**config.mk**
```make
export PLATFORM = sky130hd
export DESIGN_NAME = seven_segment_display_controller_unit
export DESIGN_NICKNAME = d
export VERILOG_FILES = /design/src/rtl/ssdc_pkg.sv /design/src/rtl/ssdc_in_stage.sv /design/src/rtl/ssdc_core.sv /design/src/rtl/seven_segment_display_controller_unit.sv
export SDC_FILE = /design/constraint.sdc
export NUM_CORES = 1
export LEC_CHECK = 0
export BUFFER_PORTS_ARGS = -buffer_cell sky130_fd_sc_hd__buf_4
export CORE_UTILIZATION = 32
export CTS_BUF_LIST = sky130_fd_sc_hd__clkbuf_4
export DETAILED_ROUTE_END_ITERATION = 10
export GPL_TIMING_DRIVEN = 0
export REMOVE_ABC_BUFFERS = 1
export SLEW_MARGIN = 40
export SYNTH_ARGS = -nofsm -noshare
export SYNTH_HDL_FRONTEND = slang
export SYNTH_SLANG_ARGS = --single-unit
```
**constraint.sdc**
```tcl
create_clock -name i_clk -period 6.3 [get_ports i_clk]
set_clock_uncertainty 0.15 [all_clocks]
set_input_delay 0.945 -clock i_clk [delete_from_list [all_inputs] [get_ports i_clk]]
set_output_delay 0.945 -clock i_clk [all_outputs]
set_load 0.01 [all_outputs]
```
**src/rtl/ssdc_pkg.sv**
```systemverilog
// Package for the seven-segment display controller: word types, op codes,
// configuration indexes and the character font. No dependencies.

package ssdc_pkg;

    localparam logic [2:0] OP_TICK   = 3'd0;
    localparam logic [2:0] OP_PUT    = 3'd1;
    localparam logic [2:0] OP_CURSOR = 3'd2;
    localparam logic [2:0] OP_CLEAR  = 3'd3;
    localparam logic [2:0] OP_BLINK  = 3'd4;

    localparam logic [1:0] CFG_LED_VOLTAGE = 2'd0;
    localparam logic [1:0] CFG_LED_CURRENT = 2'd1;
    localparam logic [1:0] CFG_DISPLAY_ON  = 2'd2;

    localparam logic [2:0] BLINK_KEEP_MIN = 3'd4;

    localparam logic [7:0] SEG_H = 8'h20;

    localparam logic [4:0] GLYPH_DEGREE = 5'd28;
    localparam logic [4:0] GLYPH_DASH   = 5'd29;
    localparam logic [4:0] GLYPH_BLANK  = 5'd30;

    localparam logic [7:0] GLYPHS [31] = '{
        8'hD7, 8'h14, 8'hCE, 8'h9E, 8'h1D, 8'h9B, 8'hDB, 8'h16,
        8'hDF, 8'h9F, 8'h5F, 8'hD9, 8'hC8, 8'hDC, 8'hCB, 8'h4B,
        8'hD3, 8'h5D, 8'hC1, 8'h58, 8'hD8, 8'h4F, 8'h48, 8'hC9,
        8'hD0, 8'hD5, 8'h9D, 8'hC3, 8'h0F, 8'h08, 8'h00
    };

    typedef struct packed {
        logic [2:0] op;
        logic [7:0] char_code;
        logic       row_select;
        logic [1:0] column_select;
        logic [2:0] blink_request;
    } t_in_word;

    typedef struct packed {
        logic [2:0] scan_lines;
        logic [7:0] segments_voltage;
        logic [7:0] segments_current;
    } t_out_word;

    typedef struct packed {
        logic led_voltage_mode;
        logic led_current_mode;
        logic display_on;
    } t_cfg;

    function automatic logic [4:0] glyph_index(input logic [6:0] code);
        logic [4:0] idx;
        if (code >= 7'h30 && code <= 7'h39) begin
            idx = 5'(code - 7'h30);
        end else if (code <= 7'h0F) begin
            idx = code[4:0];
        end else begin
            case (code)
                7'h41: idx = 5'h0A;
                7'h62: idx = 5'h0B;
                7'h63: idx = 5'h0C;
                7'h43: idx = 5'h1B;
                7'h64: idx = 5'h0D;
                7'h45: idx = 5'h0E;
                7'h46: idx = 5'h0F;
                7'h47: idx = 5'h10;
                7'h48: idx = 5'h11;
                7'h49: idx = 5'h01;
                7'h4C: idx = 5'h12;
                7'h6E: idx = 5'h13;
                7'h6F: idx = 5'h14;
                7'h4F: idx = 5'h00;
                7'h50: idx = 5'h15;
                7'h72: idx = 5'h16;
                7'h53: idx = 5'h05;
                7'h74: idx = 5'h17;
                7'h75: idx = 5'h18;
                7'h55: idx = 5'h19;
                7'h59: idx = 5'h1A;
                7'h2A: idx = GLYPH_DEGREE;
                7'h20: idx = GLYPH_BLANK;
                default: idx = GLYPH_DASH;
            endcase
        end
        return idx;
    endfunction

    function automatic logic [7:0] char_segments(input logic [7:0] code);
        logic [7:0] seg;
        seg = GLYPHS[glyph_index(code[6:0])];
        if (code[7]) begin
            seg = seg | SEG_H;
        end
        return seg;
    endfunction

endpackage

```
**src/rtl/ssdc_in_stage.sv**
```systemverilog
// Input register stage of the display controller.
// Depends on ssdc_pkg for the input word type.

module ssdc_in_stage (
    input  logic              i_clk,
    input  logic              i_rst_n,
    input  logic              i_valid,
    output logic              o_ready,
    input  ssdc_pkg::t_in_word i_word,
    output logic              o_valid,
    input  logic              i_ready,
    output ssdc_pkg::t_in_word o_word
);

    logic              r_valid;
    ssdc_pkg::t_in_word r_word;

    assign o_ready = !r_valid || i_ready;
    assign o_valid = r_valid;
    assign o_word  = r_word;

    always_ff @(posedge i_clk) begin
        if (!i_rst_n) begin
            r_valid <= 1'b0;
        end else if (o_ready) begin
            r_valid <= i_valid;
        end
    end

    always_ff @(posedge i_clk) begin
        if (o_ready && i_valid) begin
            r_word <= i_word;
        end
    end

endmodule

```
**src/rtl/ssdc_core.sv**
```systemverilog
// Execute stage of the display controller: segment stores, cursor, scan
// phase, blink timer and the result register. Depends on ssdc_pkg.

module ssdc_core #(
    parameter int DIGIT_COUNT  = 3,
    parameter int BLINK_PERIOD = 400,
    parameter int BLINK_HOLD   = 800
) (
    input  logic                i_clk,
    input  logic                i_rst_n,
    input  ssdc_pkg::t_cfg      i_cfg,
    input  logic                i_valid,
    output logic                o_ready,
    input  ssdc_pkg::t_in_word  i_word,
    output logic                o_out_valid,
    input  logic                i_out_ready,
    output ssdc_pkg::t_out_word o_out_word
);

    localparam int PW      = (DIGIT_COUNT > 1) ? $clog2(DIGIT_COUNT) : 1;
    localparam int HALF    = BLINK_PERIOD / 2;
    localparam int REM_MAX = (HALF > BLINK_HOLD) ? HALF : BLINK_HOLD;
    localparam int RW      = $clog2(REM_MAX + 1);
    localparam logic [PW-1:0] LAST_DIGIT   = PW'(DIGIT_COUNT - 1);
    localparam logic [RW-1:0] BLINK_RELOAD = RW'(HALF);
    localparam logic [RW-1:0] BLINK_HOLD_V = RW'(BLINK_HOLD);

    logic [7:0]    r_volt [DIGIT_COUNT];
    logic [7:0]    r_curr [DIGIT_COUNT];
    logic          r_row;
    logic [PW-1:0] r_col;
    logic [PW-1:0] r_phase;
    logic [1:0]    r_blink_rows;
    logic          r_vis;
    logic [RW-1:0] r_rem;
    logic          r_out_valid;
    ssdc_pkg::t_out_word r_out;

    logic          n_row;
    logic [PW-1:0] n_col;
    logic [PW-1:0] n_phase;
    logic [1:0]    n_blink_rows;
    logic          n_vis;
    logic [RW-1:0] n_rem;
    ssdc_pkg::t_out_word n_out;

    logic          exec;
    logic          tick_fire;
    logic          put_hit;
    logic          clear_all;
    logic          wr_volt;
    logic          wr_curr;
    logic [7:0]    wr_seg;
    logic [RW-1:0] rem_dec;
    logic [7:0]    dv;
    logic [7:0]    di;

    assign o_ready     = (i_word.op != ssdc_pkg::OP_TICK) || !r_out_valid || i_out_ready;
    assign exec        = i_valid && o_ready;
    assign o_out_valid = r_out_valid;
    assign o_out_word  = r_out;

    always_comb begin
        n_row        = r_row;
        n_col        = r_col;
        n_phase      = r_phase;
        n_blink_rows = r_blink_rows;
        n_vis        = r_vis;
        n_rem        = r_rem;
        tick_fire    = 1'b0;
        put_hit      = (r_blink_rows[0] && !r_row) || (r_blink_rows[1] && r_row);
        clear_all    = 1'b0;
        wr_volt      = 1'b0;
        wr_curr      = 1'b0;
        wr_seg       = ssdc_pkg::char_segments(i_word.char_code);
        rem_dec      = (r_rem != '0) ? r_rem - RW'(1) : r_rem;
        dv           = r_volt[r_phase];
        di           = r_curr[r_phase];
        n_out        = '0;
        case (i_word.op)
            ssdc_pkg::OP_TICK: begin
                tick_fire = 1'b1;
                n_rem     = rem_dec;
                if (r_blink_rows != 2'b00) begin
                    if (rem_dec == '0) begin
                        n_rem = BLINK_RELOAD;
                        n_vis = !r_vis;
                    end
                    if (!n_vis) begin
                        if (r_blink_rows[0]) dv = 8'h00;
                        if (r_blink_rows[1]) di = 8'h00;
                    end
                end
                if (r_phase == LAST_DIGIT) begin
                    dv = i_cfg.led_voltage_mode ? (dv | ssdc_pkg::SEG_H)
                                                : (dv & ~ssdc_pkg::SEG_H);
                    di = i_cfg.led_current_mode ? (di | ssdc_pkg::SEG_H)
                                                : (di & ~ssdc_pkg::SEG_H);
                    n_phase = '0;
                end else begin
                    n_phase = r_phase + PW'(1);
                end
                for (int k = 0; k < 3; k++) begin
                    n_out.scan_lines[k] = i_cfg.display_on && (int'(r_phase) == k);
                end
                n_out.segments_voltage = dv;
                n_out.segments_current = di;
            end
            ssdc_pkg::OP_PUT: begin
                if (put_hit) begin
                    n_vis = 1'b1;
                    n_rem = BLINK_HOLD_V;
                end
                wr_volt = !r_row;
                wr_curr = r_row;
                if (r_col == LAST_DIGIT) begin
                    n_col = '0;
                    n_row = !r_row;
                end else begin
                    n_col = r_col + PW'(1);
                end
            end
            ssdc_pkg::OP_CURSOR: begin
                if (int'(i_word.column_select) < DIGIT_COUNT) begin
                    n_row = i_word.row_select;
                    n_col = PW'(i_word.column_select);
                end
            end
            ssdc_pkg::OP_CLEAR: begin
                clear_all = 1'b1;
                n_row     = 1'b0;
                n_col     = '0;
            end
            ssdc_pkg::OP_BLINK: begin
                if (i_word.blink_request < ssdc_pkg::BLINK_KEEP_MIN) begin
                    n_blink_rows = i_word.blink_request[1:0];
                end
                n_rem = BLINK_RELOAD;
                n_vis = 1'b0;
            end
            default: begin
            end
        endcase
    end

    always_ff @(posedge i_clk) begin
        if (!i_rst_n) begin
            r_row        <= 1'b0;
            r_col        <= '0;
            r_phase      <= '0;
            r_blink_rows <= 2'b00;
            r_vis        <= 1'b1;
            r_rem        <= '0;
        end else if (exec) begin
            r_row        <= n_row;
            r_col        <= n_col;
            r_phase      <= n_phase;
            r_blink_rows <= n_blink_rows;
            r_vis        <= n_vis;
            r_rem        <= n_rem;
        end
    end

    always_ff @(posedge i_clk) begin
        for (int k = 0; k < DIGIT_COUNT; k++) begin
            if (!i_rst_n || (exec && clear_all)) begin
                r_volt[k] <= 8'h00;
                r_curr[k] <= 8'h00;
            end else if (exec && int'(r_col) == k) begin
                if (wr_volt) r_volt[k] <= wr_seg;
                if (wr_curr) r_curr[k] <= wr_seg;
            end
        end
    end

    always_ff @(posedge i_clk) begin
        if (!i_rst_n) begin
            r_out_valid <= 1'b0;
        end else if (exec && tick_fire) begin
            r_out_valid <= 1'b1;
        end else if (i_out_ready) begin
            r_out_valid <= 1'b0;
        end
    end

    always_ff @(posedge i_clk) begin
        if (exec && tick_fire) begin
            r_out <= n_out;
        end
    end

    a_scan_onehot: assert property (@(posedge i_clk) disable iff (!i_rst_n)
        o_out_valid |-> $onehot0(o_out_word.scan_lines))
        else $error("scan lines not one-hot");

    a_cursor_range: assert property (@(posedge i_clk) disable iff (!i_rst_n)
        int'(r_col) < DIGIT_COUNT && int'(r_phase) < DIGIT_COUNT)
        else $error("cursor or scan phase out of range");

    a_no_spurious: assert property (@(posedge i_clk) disable iff (!i_rst_n)
        (exec && !tick_fire && i_out_ready) |=> !o_out_valid)
        else $error("result without tick");

    a_write_hold: assert property (@(posedge i_clk) disable iff (!i_rst_n)
        (exec && i_word.op == ssdc_pkg::OP_PUT && put_hit)
            |=> (r_vis && r_rem == BLINK_HOLD_V))
        else $error("write to blinking row did not hold it on");

    a_stall_hold: assert property (@(posedge i_clk) disable iff (!i_rst_n)
        (o_out_valid && !i_out_ready) |=> !($past(exec) && $past(tick_fire))
            || $past(o_out_valid && !i_out_ready) == 1'b0)
        else $error("tick executed over a stalled result");

endmodule

```
**src/rtl/seven_segment_display_controller_unit.sv**
```systemverilog
// Top level of the seven-segment display controller: configuration registers,
// input register stage and execute stage. Depends on ssdc_pkg, ssdc_in_stage
// and ssdc_core.
//
// Usage: commands enter as words on the input channel (i_in_valid/o_in_ready).
// Only a tick word makes a result word on the output channel
// (o_out_valid/i_out_ready): one-hot scan lines for the current digit, all low
// while the display is off, and the segments of both rows. Put character, set
// cursor, clear and set blink give no result. Configuration bits are written
// through i_cfg_we/i_cfg_index/i_cfg_data; the user must write them only while
// no command is in flight, which the block itself does not enforce. A tick's
// result passes through the input register, then the result register.
// Throughput: one word per cycle while no tick waits on a stalled result.
// A stalled receiver holds the result register; non-tick words keep flowing,
// and the next tick waits in the input register until the result is taken.
// Reset clears both segment rows, the cursor, the scan phase and blinking,
// and turns the display on.

module seven_segment_display_controller_unit #(
    parameter int DIGIT_COUNT  = 3,
    parameter int BLINK_PERIOD = 400,
    parameter int BLINK_HOLD   = 800
) (
    input  logic                i_clk,
    input  logic                i_rst_n,
    input  logic                i_cfg_we,
    input  logic [1:0]          i_cfg_index,
    input  logic [0:0]          i_cfg_data,
    input  logic                i_in_valid,
    output logic                o_in_ready,
    input  ssdc_pkg::t_in_word  i_in_word,
    output logic                o_out_valid,
    input  logic                i_out_ready,
    output ssdc_pkg::t_out_word o_out_word
);

    ssdc_pkg::t_cfg     r_cfg;
    logic               stage_valid;
    logic               stage_ready;
    ssdc_pkg::t_in_word stage_word;

    always_ff @(posedge i_clk) begin
        if (!i_rst_n) begin
            r_cfg.led_voltage_mode <= 1'b0;
            r_cfg.led_current_mode <= 1'b0;
            r_cfg.display_on       <= 1'b1;
        end else if (i_cfg_we) begin
            unique case (i_cfg_index)
                ssdc_pkg::CFG_LED_VOLTAGE: r_cfg.led_voltage_mode <= i_cfg_data[0];
                ssdc_pkg::CFG_LED_CURRENT: r_cfg.led_current_mode <= i_cfg_data[0];
                ssdc_pkg::CFG_DISPLAY_ON:  r_cfg.display_on       <= i_cfg_data[0];
                default: begin
                end
            endcase
        end
    end

    ssdc_in_stage u_in_stage (
        .i_clk   (i_clk),
        .i_rst_n (i_rst_n),
        .i_valid (i_in_valid),
        .o_ready (o_in_ready),
        .i_word  (i_in_word),
        .o_valid (stage_valid),
        .i_ready (stage_ready),
        .o_word  (stage_word)
    );

    ssdc_core #(
        .DIGIT_COUNT  (DIGIT_COUNT),
        .BLINK_PERIOD (BLINK_PERIOD),
        .BLINK_HOLD   (BLINK_HOLD)
    ) u_core (
        .i_clk       (i_clk),
        .i_rst_n     (i_rst_n),
        .i_cfg       (r_cfg),
        .i_valid     (stage_valid),
        .o_ready     (stage_ready),
        .i_word      (stage_word),
        .o_out_valid (o_out_valid),
        .i_out_ready (i_out_ready),
        .o_out_word  (o_out_word)
    );

endmodule
```
* Yosys cells after proc, flatten, opt, wreduce, memory -nomap -nowiden
Memory sizes are Yosys's and may differ from the RTL's. A register that Yosys moved wholly into a read port is not among the register bits. Index checks and enable logic that the tools add are counted. W data, S select, Z words.
Storage, ports and cells: output and inout bits 21, memories 3, bits of input ports 25, memory bits (writable) 48, latch bits 0, ROM bits 256, flip-flop bits (word level) 59
Memories:
- (no name shown) | words 32, width 8, read ports 1, clocked after memory_dff 0, wr ports 0, RTL line ssdc_pkg.sv:90 | seg = GLYPHS[glyph_index(code[6:0])];
- u_core.r_curr | words 3, width 8, read ports 1, clocked after memory_dff 1, wr ports 3, RTL line ssdc_core.sv:29 | logic [7:0] r_curr [DIGIT_COUNT];
- u_core.r_volt | words 3, width 8, read ports 1, clocked after memory_dff 1, wr ports 3, RTL line ssdc_core.sv:28 | logic [7:0] r_volt [DIGIT_COUNT];
Operators by class: $mul 0, shift operators 0, magnitude comparators 6, bitwise operators 7, reductions and logical operators 43, mux-type cells 72, div/mod/pow operators 0, equal/unequal tests 39, $add $sub $neg 4
Operator list (number):
- $eq A7 B7 Y1 const B | 21
- $pmux W5 S23 | 1
- $mux W8 | 14
- $mux W10 | 4
- $mux W1 | 35
- $mux W6 | 5
- $pmux W10 S3 | 1
- $eq A2 B2 Y1 const B | 7
- $eq A7 B6 Y1 const B | 2
- $mux W2 | 7
- $logic_and A1 B1 Y1 | 13
- $logic_not A10 Y1 | 1
- $mux W5 | 2
- $reduce_bool A10 Y1 | 1
- $sub A10 B1 Y10 const B | 1
- $reduce_and A3 Y1 | 3
- $reduce_bool A3 Y1 | 3
- $ne A2 B1 Y1 const B | 4
- $reduce_and A2 Y1 | 4
- $reduce_and A4 Y1 | 2
- $ge A7 B6 Y1 const B | 1
- $le A7 B4 Y1 const B | 1
- $le A7 B6 Y1 const B | 1
- $eq A3 B2 Y1 const B | 2
- 17 further kinds | 35

* Logic depth before layout (Yosys ltp)
word-level depth 10, depth in mapped cells 14

* Modules after synthesis
From an unflattened synthesis, not the netlist that was laid out.
Second synthesis, totals: cell total of the unflattened synthesis 605, area, all modules 6059.6 µm²
Modules (own cells, without submodules):
- ssdc_core | instances 1, cells an instance 569, sequential area each 2432.3 µm², area an instance 5346.4 µm²
- ssdc_in_stage | instances 1, cells an instance 22, sequential area each 530.5 µm², area an instance 568.0 µm²
- seven_segment_display_controller_unit | instances 1, cells an instance 14, sequential area each 60.1 µm², area an instance 145.1 µm²

* Least setup slack after synthesis
OpenSTA, ideal clock, no wires.
kind register to register, start point register u_in_stage.r_word, in the netlist u_in_stage.o_word[10], end point memory u_core.r_volt[2][1] (data pin), data arrival time 2.931 ns, cell stages (with the launch flop) 13, setup time 0.150 ns, path slack 3.068 ns, period minus slack after synthesis 3.232 ns, cells stage by stage edfxtp_1 > buf_4 > nor3b_2 > o21ai_1 > nand3_2 > nor3_2 > a21o_1 > inv_1 > ha_1 > mux4_2 > or2_1 > buf_6 > a21oi_1
RTL lines:
- start, declared | RTL line ssdc_in_stage.sv:16 | ssdc_pkg::t_in_word r_word;
- start signal, assigned | RTL line ssdc_in_stage.sv:32 | r_word <= i_word;
- end, declared | RTL line ssdc_core.sv:28

==> results.sh <==
export IMPL_finalSetupTns_ns=0
export IMPL_routedWlPerCell_um=16.1
export IMPL_yosys_top_cells_count="nor2_1, edfxtp_1, a21oi_1, nor3_1, nand2_1"
export IMPL_combPwrFrac=0.213
export IMPL_synthCells=605
export IMPL_cts_resized=0
export IMPL_gp_congestion=0.824
export IMPL_worstPathRequired_ns=6.39
export IMPL_drive_gt1_frac=0.168
export IMPL_worstMarginPinSlew_ns=0.815
export IMPL_seq_area_frac_synth=0.492
export IMPL_synth_top_area_frac=0.410
export IMPL_worstSetupEndpointType="flop"
export IMPL_synthTopCellsByArea="edfxtp_1, dfxtp_1, nor2_1"
export IMPL_vias=4688
export IMPL_synth_seq_cells=109
export IMPL_cts_buffer_depth=2
export IMPL_critPathLaunchType="flop"
export IMPL_max_slew_margin=0.454
export IMPL_synth_most_common_cell="nor2_1"
export IMPL_first_global_vias=4456
export IMPL_p_int_w=0.00102
export IMPL_min_period_ns=4.13
export IMPL_fmax_mhz=242
export IMPL_grt_overflow=0
export IMPL_p_per_area_mw_per_mm2=223
export IMPL_synth_cell_types=86
export IMPL_rsz0062_at_grt="no"
export IMPL_viasPerCell=5.41
export IMPL_status="completed"
export IMPL_total_power_w=0.00151
export IMPL_die_y_um=141
export IMPL_cts_root_buf="clkbuf_4"
export IMPL_route_detailed_drc=0
export IMPL_synth_ff_type="edfxtp_1"
export IMPL_worst_slack_ns=2.17
export IMPL_cp_max_fo=23
export IMPL_avgSynthCellArea_um2=10.2
export IMPL_routed_wl_mm=14.0
export IMPL_cts_tree="yes"
export IMPL_wl_met1_mm=6.42
export IMPL_grt_max_degree=33
export IMPL_switchingPower_w=0.000490
export IMPL_htreeDepth=3
export IMPL_finalHoldViolCount=0
export IMPL_die_area_mm2=0.0198
export IMPL_syn_area_mm2=0.00615
export IMPL_firstDrtPassIters=5
export IMPL_cp_startpoint="u_in_stage.o_word[11]"
export IMPL_grt_antenna_before_repair=1
export IMPL_fin_crit_sh=0.656
export IMPL_std_cell_rows=50
export IMPL_ys_async_sr_fraction=0
export IMPL_worstHoldStart="u_in_stage.o_word[0]"
export IMPL_cts_hold_buf=0
export IMPL_initial_utilization=0.328
export IMPL_p_clk_frac=0.232
export IMPL_areaGrowthSynthToFinish_pct=10.2
export IMPL_ioPinCount=46
export IMPL_p_sw_frac=0.324
export IMPL_hpwl_mm=9.74
export IMPL_criticalPathCategory="flop to flop"
export IMPL_ir_drop_mv=0.0935
export IMPL_min_path_type="flop to flop"
export IMPL_ant_nets=0
export IMPL_final_setup_viol_count=0
export IMPL_cts_setup_buffers=0
export IMPL_routed_top_layer="met4"
export IMPL_grt_usage=0.143
export IMPL_wl_met2_mm=6.80
export IMPL_clkLatencyLatePin_ns=0.50
export IMPL_core_area_mm2=0.0188
export IMPL_clk_pin_slew_ns=0.17
export IMPL_grt_first_pass_wirelength_mm=22.4
export IMPL_p_leak_nw=2.38
export IMPL_synth_edf_count=84
export IMPL_yosysTopAreaCell="edfxtp_1"
export IMPL_cts_buffers=9
export IMPL_cp_arrival_ns=4.22
export IMPL_drt_iter0_markers=310
export IMPL_pwr_share_seq=0.555
export IMPL_met3WireLength_um=550
export IMPL_port_buffer_count=45
export IMPL_ys_warn_count=0
export IMPL_slew_viol_final=0
export IMPL_postLayoutCoreUtil=0.361
export IMPL_cts_sinks=109
export IMPL_die_width_um=141
export IMPL_nets=661
export IMPL_place_ws_ns=2.13
export IMPL_timing_rr_start="u_in_stage.o_word[11]"
export IMPL_cap_violations=0
-- cells by family after synthesis --
| family | Yosys count | share of synthesized area |
|---|---|---|
| adder cells (fa/ha/maj) | 9 | 0.0183 |
| AND/OR/NAND/NOR | 258 | 0.223 |
| XOR/XNOR | 9 | 0.0128 |
| AO/OA/AOI/OAI | 140 | 0.160 |
| multiplexers | 29 | 0.0521 |
| buffers and inverters | 51 | 0.0427 |
| flip-flops | 109 | 0.492 |
-- cell type report --
cell class | instances | area, um^2
antenna | 1 | 2.50
clock buffer | 10 | 75.1
clock inverter | 6 | 57.6
fill | 1875 | 12000
inverter | 15 | 56.3
multi-input combinational | 445 | 2900
sequential | 109 | 3030
tap | 234 | 293
timing repair buffer | 47 | 364
-- power by group through the flow --
stage / combinational (W) / sequential, W / clock [W]
2_1_floorplan: 0.000230 / 0.000844 / 0
6_report: 0.000321 / 0.000838 / 0.000350
3_5_place_dp: 0.000315 / 0.000856 / 0
4_1_cts: 0.000316 / 0.000840 / 0.000363
3_3_place_gp: 0.000304 / 0.000854 / 0
5_1_grt: 0.000352 / 0.000843 / 0.000393
-- flip-flops by register name, summed over array words and instances (netlist names), named ones only --
signal               flops
u_in_stage.o_valid       1
u_in_stage.o_word       17
u_core.r_row             1
u_core.r_phase           2
u_core.r_col             2
u_core.o_out_valid       1
u_core.r_vis             1
u_core.o_out_word       19
r_cfg                    3
u_core.r_volt           24
u_core.r_blink_rows      2
u_core.r_curr           24
u_core.r_rem            10
-- metal layers --
metal | vias up | GRT usage
li1 | 2295 | -
met1 | 2259 | 0.180
met2 | 115 | 0.245
met3 | 19 | 0.0292
met4 | 0 | 0.0429
met5 | - | 0
-- metrics by stage --
stage / area [um^2] / hold WS [ns] / instances
2_1_floorplan: 5940 / 0.293 / 569
3_3_place_gp: 6570 / 0.317 / 848
3_5_place_dp: 6620 / 0.323 / 849
4_1_cts: 6760 / 0.363 / 865
5_1_grt: 6770 / 0.410 / 867
6_report: 6770 / 0.355 / 867
-- worst max-delay path: stages (launching register included) --
cell and delay [ns]:
edfxtp_1 0.76, and2_1 0.32, a21oi_2 0.28, nor2_2 0.13, nor3_2 0.52, a21o_1 0.34, ha_1 0.36, nor4_1 0.10
a21oi_1 0.17, o32ai_1 0.13, a21oi_1 0.51, nor2_1 0.10
-- worst paths after layout --
check	to	slack (ns)	cells after the start
max reg2reg	u_core.r_curr[0][4]	2.17	11
min reg2reg	u_core.r_blink_rows[0]	0.35	2
max	u_core.r_curr[0][4]	2.17	11
min	u_core.r_blink_rows[0]	0.35	2
-- cell usage in the layout (no fill, tap or decap), drive strengths merged, types with 6 or more instances in the layout --
master / netlist / routed
dfxtp: 25 / 25
a211oi: 8 / 8
o21ai: 26 / 26
and2: 8 / 8
nor2: 91 / 91
mux2i: 23 / 23
nand3: 17 / 17
nor3b: 10 / 10
or3: 8 / 8
clkbuf: 18 / 10
edfxtp: 84 / 84
ha: 9 / 9
nor2b: 14 / 14
nor3: 37 / 37
xnor2: 7 / 7
inv: 15 / 18
nand4: 7 / 7
or2: 6 / 6
a21oi: 48 / 48
buf: 18 / 47
nand2b: 9 / 9
nand2: 27 / 27
No activity file was read; power rests on OpenSTA's default activity.
